==> src/cog_pkg.sv <==
// shared widths, reciprocal table and stage types for the output geometry block
// no dependencies
`timescale 1ns / 1ps

package cog_pkg;

   // field widths
   localparam int IN_W     = 12;
   localparam int KERNEL_W = 8;
   localparam int STEP_W   = 4;
   localparam int PAD_W    = 8;
   localparam int DIM_W    = 13;
   localparam int END_W    = 14;

   // reciprocal scaling
   localparam int RECIP_SHIFT = 16;
   localparam int RECIP_W     = RECIP_SHIFT + 1;
   localparam int PROD_W      = DIM_W + RECIP_SHIFT;

   // axis indexes
   localparam int AXIS_Y = 0;
   localparam int AXIS_X = 1;
   localparam int AXES   = 2;

   // floor(2^16 / s), entry zero never used since stride zero reads as one
   localparam logic [RECIP_W-1:0] RECIP_TABLE [16] = '{
      17'd65536, 17'd65536, 17'd32768, 17'd21845,
      17'd16384, 17'd13107, 17'd10922, 17'd9362,
      17'd8192,  17'd7281,  17'd6553,  17'd5957,
      17'd5461,  17'd5041,  17'd4681,  17'd4369
   };

   // stage 1: numerators as magnitudes
   typedef struct packed {
      logic [DIM_W-1:0]  num_mag;
      logic [DIM_W-1:0]  a_num;
      logic [DIM_W-1:0]  b_mag;
      logic              b_neg;
      logic              num_neg;
      logic [STEP_W-1:0] stride;
   } st1_type;

   // stage 2: reciprocal products
   typedef struct packed {
      logic [DIM_W-1:0]  num_mag;
      logic [DIM_W-1:0]  a_num;
      logic [DIM_W-1:0]  b_mag;
      logic [PROD_W-1:0] num_prod;
      logic [PROD_W-1:0] a_prod;
      logic [PROD_W-1:0] b_prod;
      logic              b_neg;
      logic              num_neg;
      logic [STEP_W-1:0] stride;
   } st2_type;

   // stage 3: exact quotients
   typedef struct packed {
      logic [DIM_W-1:0] num_quot;
      logic [DIM_W-1:0] a_quot;
      logic [DIM_W-1:0] b_quot;
      logic             b_rem_nz;
      logic             b_neg;
      logic             num_neg;
   } st3_type;

   // quotient with remainder flag
   typedef struct packed {
      logic [DIM_W-1:0] quot;
      logic             rem_nz;
   } quot_type;

endpackage

==> src/conv_output_geometry.sv <==
// convolution output size and padding-free inner region, four stage pipeline
// depends on cog_pkg
`timescale 1ns / 1ps

// Takes one window geometry per transaction and returns output height and
// width, the padding-free inner region and a shape error flag. The pipeline
// has four register stages (numerators and dilated kernel, reciprocal
// multiply, quotient correction, output register); a new request can be
// accepted in every cycle while results are taken. The three divisions per
// axis by the stride are done as a multiply by a 17-bit reciprocal followed
// by one compare-and-subtract fix; that multiply stage sets the clock rate.
// A stalled result holds the pipeline only as far back as needed: empty
// stages keep filling.
module conv_output_geometry (
   input  logic                          clock,
   input  logic                          reset,
   input  logic                          req_valid,
   output logic                          req_ready,
   input  logic [cog_pkg::IN_W-1:0]      req_in_height,
   input  logic [cog_pkg::IN_W-1:0]      req_in_width,
   input  logic [cog_pkg::KERNEL_W-1:0]  req_kernel_height,
   input  logic [cog_pkg::KERNEL_W-1:0]  req_kernel_width,
   input  logic [cog_pkg::STEP_W-1:0]    req_stride_y,
   input  logic [cog_pkg::STEP_W-1:0]    req_stride_x,
   input  logic [cog_pkg::STEP_W-1:0]    req_dilation_y,
   input  logic [cog_pkg::STEP_W-1:0]    req_dilation_x,
   input  logic [cog_pkg::PAD_W-1:0]     req_pad_top,
   input  logic [cog_pkg::PAD_W-1:0]     req_pad_left,
   input  logic [cog_pkg::PAD_W-1:0]     req_pad_bottom,
   input  logic [cog_pkg::PAD_W-1:0]     req_pad_right,
   output logic                          rsp_valid,
   input  logic                          rsp_ready,
   output logic [cog_pkg::DIM_W-1:0]     rsp_out_height,
   output logic [cog_pkg::DIM_W-1:0]     rsp_out_width,
   output logic [cog_pkg::DIM_W-1:0]     rsp_inner_top,
   output logic [cog_pkg::DIM_W-1:0]     rsp_inner_left,
   output logic signed [cog_pkg::END_W-1:0] rsp_inner_bottom,
   output logic signed [cog_pkg::END_W-1:0] rsp_inner_right,
   output logic                          rsp_shape_error
);

   localparam int DIM_W = cog_pkg::DIM_W;
   localparam int END_W = cog_pkg::END_W;
   localparam int AXES  = cog_pkg::AXES;

   // exact quotient from a reciprocal product, estimate is q or q-1
   function automatic cog_pkg::quot_type fix_quot(
      input logic [DIM_W-1:0]           n,
      input logic [cog_pkg::PROD_W-1:0] prod,
      input logic [cog_pkg::STEP_W-1:0] s
   );
      logic [DIM_W-1:0]   q0;
      logic [DIM_W+3:0]   qs;
      logic [DIM_W+3:0]   r0;
      cog_pkg::quot_type  res;
      q0 = prod[cog_pkg::PROD_W-1:cog_pkg::RECIP_SHIFT];
      qs = {4'd0, q0} * {{DIM_W{1'b0}}, s};
      r0 = {4'd0, n} - qs;
      if (r0 >= {{DIM_W{1'b0}}, s}) begin
         res.quot   = q0 + 1'b1;
         res.rem_nz = (r0 != {{DIM_W{1'b0}}, s});
      end else begin
         res.quot   = q0;
         res.rem_nz = (r0 != '0);
      end
      return res;
   endfunction

   // per-axis views of the request
   logic [cog_pkg::IN_W-1:0]     ax_in     [AXES];
   logic [cog_pkg::KERNEL_W-1:0] ax_kernel [AXES];
   logic [cog_pkg::STEP_W-1:0]   ax_stride [AXES];
   logic [cog_pkg::STEP_W-1:0]   ax_dil    [AXES];
   logic [cog_pkg::PAD_W-1:0]    ax_pad0   [AXES];
   logic [cog_pkg::PAD_W-1:0]    ax_pad1   [AXES];

   assign ax_in[cog_pkg::AXIS_Y]     = req_in_height;
   assign ax_in[cog_pkg::AXIS_X]     = req_in_width;
   assign ax_kernel[cog_pkg::AXIS_Y] = req_kernel_height;
   assign ax_kernel[cog_pkg::AXIS_X] = req_kernel_width;
   assign ax_stride[cog_pkg::AXIS_Y] = req_stride_y;
   assign ax_stride[cog_pkg::AXIS_X] = req_stride_x;
   assign ax_dil[cog_pkg::AXIS_Y]    = req_dilation_y;
   assign ax_dil[cog_pkg::AXIS_X]    = req_dilation_x;
   assign ax_pad0[cog_pkg::AXIS_Y]   = req_pad_top;
   assign ax_pad0[cog_pkg::AXIS_X]   = req_pad_left;
   assign ax_pad1[cog_pkg::AXIS_Y]   = req_pad_bottom;
   assign ax_pad1[cog_pkg::AXIS_X]   = req_pad_right;

   // pipeline registers
   logic              v1_ff, v2_ff, v3_ff, rsp_valid_ff;
   cog_pkg::st1_type  st1_ff [AXES];
   cog_pkg::st1_type  st1_in [AXES];
   cog_pkg::st2_type  st2_ff [AXES];
   cog_pkg::st2_type  st2_in [AXES];
   cog_pkg::st3_type  st3_ff [AXES];
   cog_pkg::st3_type  st3_in [AXES];

   logic [DIM_W-1:0]        out_height_ff, out_width_ff, inner_top_ff, inner_left_ff;
   logic signed [END_W-1:0] inner_bottom_ff, inner_right_ff;
   logic                    shape_error_ff;
   logic [DIM_W-1:0]        out_height_in, out_width_in, inner_top_in, inner_left_in;
   logic signed [END_W-1:0] inner_bottom_in, inner_right_in;
   logic                    shape_error_in;

   // stage advance, each stage loads when the one after it can take its contents
   logic rdy2, rdy3, rdy4;
   assign rdy4      = !rsp_valid_ff || rsp_ready;
   assign rdy3      = !v3_ff || rdy4;
   assign rdy2      = !v2_ff || rdy3;
   assign req_ready = !v1_ff || rdy2;

   // stage 1: dilated kernel span and numerators
   always_comb begin
      logic signed [END_W-1:0] dk, num, bnum;
      logic [cog_pkg::STEP_W-1:0] s;
      for (int i = 0; i < AXES; i++) begin
         s  = (ax_stride[i] == '0) ? cog_pkg::STEP_W'(1) : ax_stride[i];
         dk = END_W'($signed({{(END_W-cog_pkg::STEP_W){1'b0}}, ax_dil[i]})
              * ($signed({{(END_W-cog_pkg::KERNEL_W){1'b0}}, ax_kernel[i]})
                 - END_W'(1)));
         num  = $signed({{(END_W-cog_pkg::IN_W){1'b0}}, ax_in[i]})
              + $signed({{(END_W-cog_pkg::PAD_W){1'b0}}, ax_pad0[i]})
              + $signed({{(END_W-cog_pkg::PAD_W){1'b0}}, ax_pad1[i]})
              - dk - END_W'(1);
         bnum = $signed({{(END_W-cog_pkg::IN_W){1'b0}}, ax_in[i]}) - dk
              + $signed({{(END_W-cog_pkg::PAD_W){1'b0}}, ax_pad0[i]});
         st1_in[i].num_neg = num[END_W-1];
         st1_in[i].num_mag = num[END_W-1] ? '0 : num[DIM_W-1:0];
         st1_in[i].b_neg   = bnum[END_W-1];
         st1_in[i].b_mag   = bnum[END_W-1] ? DIM_W'(-bnum) : bnum[DIM_W-1:0];
         st1_in[i].a_num   = {{(DIM_W-cog_pkg::PAD_W){1'b0}}, ax_pad0[i]}
                           + {{(DIM_W-cog_pkg::STEP_W){1'b0}}, s} - DIM_W'(1);
         st1_in[i].stride  = s;
      end
   end

   // stage 2: multiply by the stride reciprocal
   always_comb begin
      logic [cog_pkg::RECIP_W-1:0] r;
      for (int i = 0; i < AXES; i++) begin
         r = cog_pkg::RECIP_TABLE[st1_ff[i].stride];
         st2_in[i].num_mag  = st1_ff[i].num_mag;
         st2_in[i].a_num    = st1_ff[i].a_num;
         st2_in[i].b_mag    = st1_ff[i].b_mag;
         st2_in[i].num_prod = cog_pkg::PROD_W'(st1_ff[i].num_mag * r);
         st2_in[i].a_prod   = cog_pkg::PROD_W'(st1_ff[i].a_num * r);
         st2_in[i].b_prod   = cog_pkg::PROD_W'(st1_ff[i].b_mag * r);
         st2_in[i].b_neg    = st1_ff[i].b_neg;
         st2_in[i].num_neg  = st1_ff[i].num_neg;
         st2_in[i].stride   = st1_ff[i].stride;
      end
   end

   // stage 3: quotient correction
   always_comb begin
      cog_pkg::quot_type qn, qa, qb;
      for (int i = 0; i < AXES; i++) begin
         qn = fix_quot(st2_ff[i].num_mag, st2_ff[i].num_prod, st2_ff[i].stride);
         qa = fix_quot(st2_ff[i].a_num, st2_ff[i].a_prod, st2_ff[i].stride);
         qb = fix_quot(st2_ff[i].b_mag, st2_ff[i].b_prod, st2_ff[i].stride);
         st3_in[i].num_quot = qn.quot;
         st3_in[i].a_quot   = qa.quot;
         st3_in[i].b_quot   = qb.quot;
         st3_in[i].b_rem_nz = qb.rem_nz;
         st3_in[i].b_neg    = st2_ff[i].b_neg;
         st3_in[i].num_neg  = st2_ff[i].num_neg;
      end
   end

   // stage 4: sizes, region ends with ceiling, clip and empty check
   logic [DIM_W-1:0]        size_a  [AXES];
   logic signed [END_W-1:0] end_a   [AXES];
   logic                    empty_a [AXES];

   always_comb begin
      logic signed [END_W-1:0] b, ho_s;
      for (int i = 0; i < AXES; i++) begin
         size_a[i] = st3_ff[i].num_neg ? '0 : st3_ff[i].num_quot + 1'b1;
         ho_s      = $signed({1'b0, size_a[i]});
         // truncation of a negative value is already its ceiling
         if (st3_ff[i].b_neg) begin
            b = -$signed({1'b0, st3_ff[i].b_quot});
         end else begin
            b = $signed({1'b0, st3_ff[i].b_quot})
              + $signed({{(END_W-1){1'b0}}, st3_ff[i].b_rem_nz});
         end
         end_a[i]   = (b > ho_s) ? ho_s : b;
         empty_a[i] = ($signed({1'b0, st3_ff[i].a_quot}) >= end_a[i]);
      end
      out_height_in   = size_a[cog_pkg::AXIS_Y];
      out_width_in    = size_a[cog_pkg::AXIS_X];
      inner_bottom_in = end_a[cog_pkg::AXIS_Y];
      inner_right_in  = end_a[cog_pkg::AXIS_X];
      shape_error_in  = st3_ff[cog_pkg::AXIS_Y].num_neg || st3_ff[cog_pkg::AXIS_X].num_neg;
      if (empty_a[cog_pkg::AXIS_Y] || empty_a[cog_pkg::AXIS_X]) begin
         inner_top_in  = size_a[cog_pkg::AXIS_Y];
         inner_left_in = size_a[cog_pkg::AXIS_X];
      end else begin
         inner_top_in  = st3_ff[cog_pkg::AXIS_Y].a_quot;
         inner_left_in = st3_ff[cog_pkg::AXIS_X].a_quot;
      end
   end

   // valid bits
   always_ff @(posedge clock) begin
      if (reset) begin
         v1_ff        <= 1'b0;
         v2_ff        <= 1'b0;
         v3_ff        <= 1'b0;
         rsp_valid_ff <= 1'b0;
      end else begin
         if (req_ready) v1_ff <= req_valid;
         if (rdy2)      v2_ff <= v1_ff;
         if (rdy3)      v3_ff <= v2_ff;
         if (rdy4)      rsp_valid_ff <= v3_ff;
      end
   end

   // payload registers
   always_ff @(posedge clock) begin
      if (req_ready) st1_ff <= st1_in;
      if (rdy2)      st2_ff <= st2_in;
      if (rdy3)      st3_ff <= st3_in;
      if (rdy4) begin
         out_height_ff   <= out_height_in;
         out_width_ff    <= out_width_in;
         inner_top_ff    <= inner_top_in;
         inner_left_ff   <= inner_left_in;
         inner_bottom_ff <= inner_bottom_in;
         inner_right_ff  <= inner_right_in;
         shape_error_ff  <= shape_error_in;
      end
   end

   assign rsp_valid        = rsp_valid_ff;
   assign rsp_out_height   = out_height_ff;
   assign rsp_out_width    = out_width_ff;
   assign rsp_inner_top    = inner_top_ff;
   assign rsp_inner_left   = inner_left_ff;
   assign rsp_inner_bottom = inner_bottom_ff;
   assign rsp_inner_right  = inner_right_ff;
   assign rsp_shape_error  = shape_error_ff;

endmodule

==> config.mk <==
export PLATFORM = sky130hd
export DESIGN_NAME = conv_output_geometry
export DESIGN_NICKNAME = d
export VERILOG_FILES = /design/src/cog_pkg.sv /design/src/conv_output_geometry.sv
export SDC_FILE = /design/constraint.sdc
export NUM_CORES = 2
export LEC_CHECK = 0
export ABC_CLOCK_PERIOD_IN_PS = 7700
export BUFFER_PORTS_ARGS = -buffer_cell sky130_fd_sc_hd__buf_4
export CAP_MARGIN = 40
export CORE_ASPECT_RATIO = 1.2
export CORE_MARGIN = 5
export CORE_UTILIZATION = 35
export DETAILED_ROUTE_END_ITERATION = 7
export PLACE_DENSITY_LB_ADDON = 0.08
export SETUP_SLACK_MARGIN = 0.4
export SLEW_MARGIN = 20
export SYNTH_ARGS = -nofsm -noshare
export SYNTH_HDL_FRONTEND = slang
export SYNTH_SLANG_ARGS = --single-unit
==> constraint.sdc <==
create_clock -name clock -period 7.7 [get_ports clock]
set_input_delay 0.77 -clock clock [delete_from_list [all_inputs] [get_ports clock]]
set_output_delay 0.77 -clock clock [all_outputs]
set_load 0.1 [all_outputs]
# After elaboration in Yosys (flattened, before gate mapping)
# Memory sizes are Yosys's and may differ from the RTL's.
# Index checks and enable logic that the tools add are counted.
[word_totals]
memories = 2
in_bits = 92
register_bits = 523
mem_bits_ro = 544
[op_classes]
muxes = 22
bitwise_logic = 2
magnitude_cmp = 12
multipliers = 14
n_eq_ne = 6
n_reduce_logical = 18
n_addsub = 38
[mem_list]
columns = ["memory", "words", "width", "rd", "rd_clocked_by_memory_dff", "wr", "line", "source"]
rows = [
  ["(no name shown)", 16, 17, 1, 0, 0, "conv_output_geometry.sv:142", "r = cog_pkg::RECIP_TABLE[st1_ff[i].stride];"],
  ["(no name shown)", 16, 17, 1, 0, 0, "conv_output_geometry.sv:142", ""],
]
[ops]
columns = ["op", "n"]
rows = [
  ["$mul 13x17->29", 6],
  ["$mux 14", 10],
  ["$add 13x1->13 const B", 8],
  ["$ge 17x4->1", 6],
  ["$mul 13x4->17", 6],
  ["$ne 17x4->1", 6],
  ["$reduce_bool 17->1", 6],
  ["$sub 13x17->17", 6],
  ["$mux 13", 6],
  ["$mux 17", 4],
  ["$add 13x1->14", 2],
  ["$add 13x8->14", 2],
  ["$add 14x9->14", 2],
  ["$ge 14x14->1", 2],
  ["$gt 14x14->1", 2],
  ["$mul 5x9->14", 2],
  ["$neg 13->14", 2],
  ["$sub 13x14->14", 2],
  ["$sub 14x14->14", 2],
  ["$sub 14x2->14 const B", 2],
  ["$add 12x8->13", 2],
  ["$neg 13->13", 2],
  ["$sub 9x1->10 const B", 2],
  ["$add 8x4->9", 2],
  ["other kinds (7)", 20],
]

# Logic depth before layout (Yosys ltp)
[logic_depth]
ltp_word = 7
depth_mapped = 29
depth_no_buf = 28

# Worst setup path before layout
# OpenSTA, ideal clock, no wires.
[synth_timing]
kind = "register to register"
startpoint = "register st1_ff[47] (netlist name)"
endpoint = "register st2_ff[224] (netlist name), data pin"
slack_ns = 1.028
setup_time_ns = 0.260
required_time_ns = 7.440
arrival_time_ns = 6.413
path_stages_with_launch = 25
synth_period_minus_slack_ns = 6.672
cell_sequence = "edfxtp_1 > clkbuf_1 > clkbuf_1 > nor2_1 > a21oi_1 > clkbuf_1 > nand2_1 > fa_1 > inv_1 > fa_1 > fa_1 > inv_1 > fa_1 > inv_1 > fa_1 > ha_1 > a21o_1 > a21o_1 > a221oi_1 > a21oi_1 > a311oi_1 > a21oi_1 > a211o_1 > a21oi_1 > xnor2_1"
[synth_lines]
columns = ["element", "line", "source"]
rows = [
  ["start: declaration", "conv_output_geometry.sv:92", "cog_pkg::st1_type st1_ff [AXES];"],
  ["start signal: assignment", "conv_output_geometry.sv:222", "if (req_ready) st1_ff <= st1_in;"],
  ["end signal: assignment", "conv_output_geometry.sv:223", "if (rdy2) st2_ff <= st2_in;"],
  ["end: declaration", "conv_output_geometry.sv:94", "cog_pkg::st2_type st2_ff [AXES];"],
]

==> out/summary.md <==
- maximum number of pins on one net before global-route repair: 64
- final weighted congestion in routability-driven placement: 0.8335
- final worst clock skew: 84.07 ps
- highest attainable clock frequency: 0.1446 GHz
- Die Width: 436.1 µm
- CP required: 8090 ps
- synth top area cells: sky130_fd_sc_hd__fa_1 (33%), sky130_fd_sc_hd__edfxtp_1 (16%), sky130_fd_sc_hd__ha_1 (13%)
- yosys synthesis warning count: 0
- total I/O pin count: 175
- run status: finished clean
- DP Wirelength: 176300 µm
- 1st-pass router iterations: 5
- Post-synth EDFFs: 411
- HP Class: in -> reg
- shortest period the worst path allows: 6913 ps
- number of antenna violations at the first check in global routing: 10
- worst path arrival time: 7300 ps
- first-pass GRT wire length: 339300 µm
- Area Overhead vs Synth: 10.61%
- setup_tns: 0 ps
- slack of the critical path: 786.6 ps
- count of state elements after synthesis: 415
- number of library cell types mapped by synthesis: 89
- post-detailed-route DRC marker count: 0
- nature of the critical path endpoint: flop
- htree depth: 2
- area share of the leading cell type in the synthesized netlist: 33.07%
- number of placement rows: 187
- fraction of final layout cells with drive strength greater than 1: 7.523%
- top flip-flop cell by instance count after synthesis: sky130_fd_sc_hd__edfxtp_1
- Final Hold Slack: 243.2 ps
- Worst-path clk slew: 60 ps
- hold buffer count at CTS: 0
- total track usage: 18.91%
- worst slew margin relative to its limit: 41.78%
- Sinks on Clock Net: 415
- routed wire length: 213400 µm
- largest area contributor in the netlist: sky130_fd_sc_hd__fa_1
- sequential share of the synthesized area: 16.29%
- synthesized net count: 10123
- clock insertion delay at the later pin of the skew report: 710 ps
- CTS tree: done
- Async S/R FF share, synth: 0%
- maximum root-to-sink buffer count: 3
- vias after detailed routing: 53645
- DR vias/cell: 4.876
- worst hold path stage count: 2
- largest fanout of any net on the critical path: 10
- synthesized area: 0.07627 mm²
- length in cells of the worst reg-to-reg path: 25
- area of the placeable core: 0.2167 mm²
- DP Worst Slack: 368.0 ps
- number of global-route vias before repair: 58500
- number of maximum-capacitance violations: 0
- portion of the clock cycle consumed by the worst path in the final layout: 89.78%
- remaining number of nets flagged by the antenna check after routing: 0
- final net count: 10292
- Synth Area per Inst: 9.594 µm²
- top library cells by usage in the layout, fill and taps aside: sky130_fd_sc_hd__inv_1 (1547), sky130_fd_sc_hd__fa_1 (1260), sky130_fd_sc_hd__nand2_1 (951)
- area of the die: 0.2274 mm²
- unrepaired setup endpoints after global routing: no
- total global routing overflow: 0
- hold violation total from the final report: 0
- max-slew violations: 0
- number of DRC markers after the initial detailed-route iteration: 2425
- starting density of the core: 35.20%
- clock root buffer: sky130_fd_sc_hd__clkbuf_16
- number of I/O port buffers: 174
- final setup violation count: 0
- WL per Instance: 19.40 µm
- Worst-Margin Slew: 873.3 ps
- number of clock buffers inserted by TritonCTS: 54
- Die Height: 521.4 µm
- most common cell after layout, fill and taps aside: sky130_fd_sc_hd__inv_1
- instance count of the mapped netlist: 7949
- Crit Path Category: reg -> reg
- startpoint type of the worst setup path: flop
## cells in the mapped netlist, types with 15 or more instances
master                     instances
sky130_fd_sc_hd__a211oi_1         25
sky130_fd_sc_hd__a21boi_0         22
sky130_fd_sc_hd__a21o_1           93
sky130_fd_sc_hd__a21oi_1         201
sky130_fd_sc_hd__a31oi_1          23
sky130_fd_sc_hd__and2_1          706
sky130_fd_sc_hd__and3_1           42
sky130_fd_sc_hd__and4_1           15
sky130_fd_sc_hd__clkbuf_1        247
sky130_fd_sc_hd__edfxtp_1        411
sky130_fd_sc_hd__fa_1           1260
sky130_fd_sc_hd__ha_1            822
sky130_fd_sc_hd__inv_1          1550
sky130_fd_sc_hd__mux2_2           44
sky130_fd_sc_hd__mux2_4           18
sky130_fd_sc_hd__mux2i_1          43
sky130_fd_sc_hd__nand2_1         953
sky130_fd_sc_hd__nand2b_1         65
sky130_fd_sc_hd__nand3_1          95
sky130_fd_sc_hd__nand4_1          56
sky130_fd_sc_hd__nor2_1          226
sky130_fd_sc_hd__nor2b_1          88
sky130_fd_sc_hd__nor3_1           67
sky130_fd_sc_hd__nor4_1           20
sky130_fd_sc_hd__o211ai_1         23
sky130_fd_sc_hd__o21a_1           39
sky130_fd_sc_hd__o21ai_0         138
sky130_fd_sc_hd__o21bai_1         20
sky130_fd_sc_hd__o31ai_1          15
sky130_fd_sc_hd__or3_1            28
sky130_fd_sc_hd__xnor2_1         234
sky130_fd_sc_hd__xor2_1          137
## flip-flops by register name (all words and copies together), names as in the netlist, 13 cells and up
signal            count
rsp_out_width        13
st1_ff               84
rsp_out_height       13
rsp_inner_left       13
rsp_inner_top        13
st2_ff              162
rsp_inner_bottom     14
rsp_inner_right      14
st3_ff               84
## metrics by stage
step	std cells	util (%)	area, µm²
3_5_place_dp	10870	37.86	82020
6_report	11001	38.94	84360
2_1_floorplan	7949	-	76270
5_1_grt	10998	38.93	84350
4_1_cts	10970	38.75	83960
3_3_place_gp	10840	37.60	81470
## logic make-up after synthesis
group                    share of synthesized area [%]
AO/OA/AOI/OAI                                    6.382
XOR/XNOR                                         4.320
adder cells (fa/ha/maj)                          46.56
buffers and inverters                            8.982
flip-flops                                       16.29
multiplexers                                     1.568
AND/OR/NAND/NOR                                  15.90
## timing repair
action                                  CTS  global route
gates resized for setup                   2            25
endpoints found under the setup margin    3            31
buffers inserted                          0            20
pin swaps                                 0             4
## layer usage
metal	vias up	wire (µm)	track usage (%)
li1	25393	-	-
met5	-	0	0
met2	769	108000	34.26
met3	189	6203	1.700
met4	0	4187	3.673
met1	27294	95020	24.74
## worst max-delay path: stages (launching register included)
cell                       delay (ps)
sky130_fd_sc_hd__edfxtp_1         500
sky130_fd_sc_hd__ha_1             260
sky130_fd_sc_hd__nand2b_2         170
sky130_fd_sc_hd__and3_1           270
sky130_fd_sc_hd__a21oi_4          270
sky130_fd_sc_hd__buf_4            260
sky130_fd_sc_hd__nand2_1          100
sky130_fd_sc_hd__fa_1             550
sky130_fd_sc_hd__inv_1             50
sky130_fd_sc_hd__fa_1             470
sky130_fd_sc_hd__inv_1             50
sky130_fd_sc_hd__fa_1             490
sky130_fd_sc_hd__inv_1             50
sky130_fd_sc_hd__fa_1             550
sky130_fd_sc_hd__fa_1             420
sky130_fd_sc_hd__ha_1             300
sky130_fd_sc_hd__a21o_1           160
sky130_fd_sc_hd__a21o_1           180
sky130_fd_sc_hd__a221oi_1         260
sky130_fd_sc_hd__o21a_1           240
sky130_fd_sc_hd__o21ai_0          110
sky130_fd_sc_hd__buf_4            170
sky130_fd_sc_hd__a211oi_1         300
sky130_fd_sc_hd__o31ai_1          170
sky130_fd_sc_hd__a21oi_1          220
sky130_fd_sc_hd__xnor2_1           90
## final cells by class
type / count / area, µm²
fillers: 21690 / 132300
multi-input cells: 5721 / 57290
inverters: 1551 / 5828
clock buffers: 57 / 1363
well taps: 2835 / 3547
flip-flops and latches: 415 / 12420
diodes: 4 / 10.01
repair buffers: 375 / 3344
clock inverters: 43 / 555.5
## worst paths after layout
kind,from,to,slack [ps]
worst min-delay path,reset,rsp_valid,240
worst max register to register,st1_ff[45],st2_ff[195],790
worst max-delay path,st1_ff[45],st2_ff[195],790
worst min register to register,st1_ff[50],st2_ff[137],460
Power is left out: the tool's default activity adds up to more than one toggle a clock period on the data nets, which glitch-free logic cannot reach.
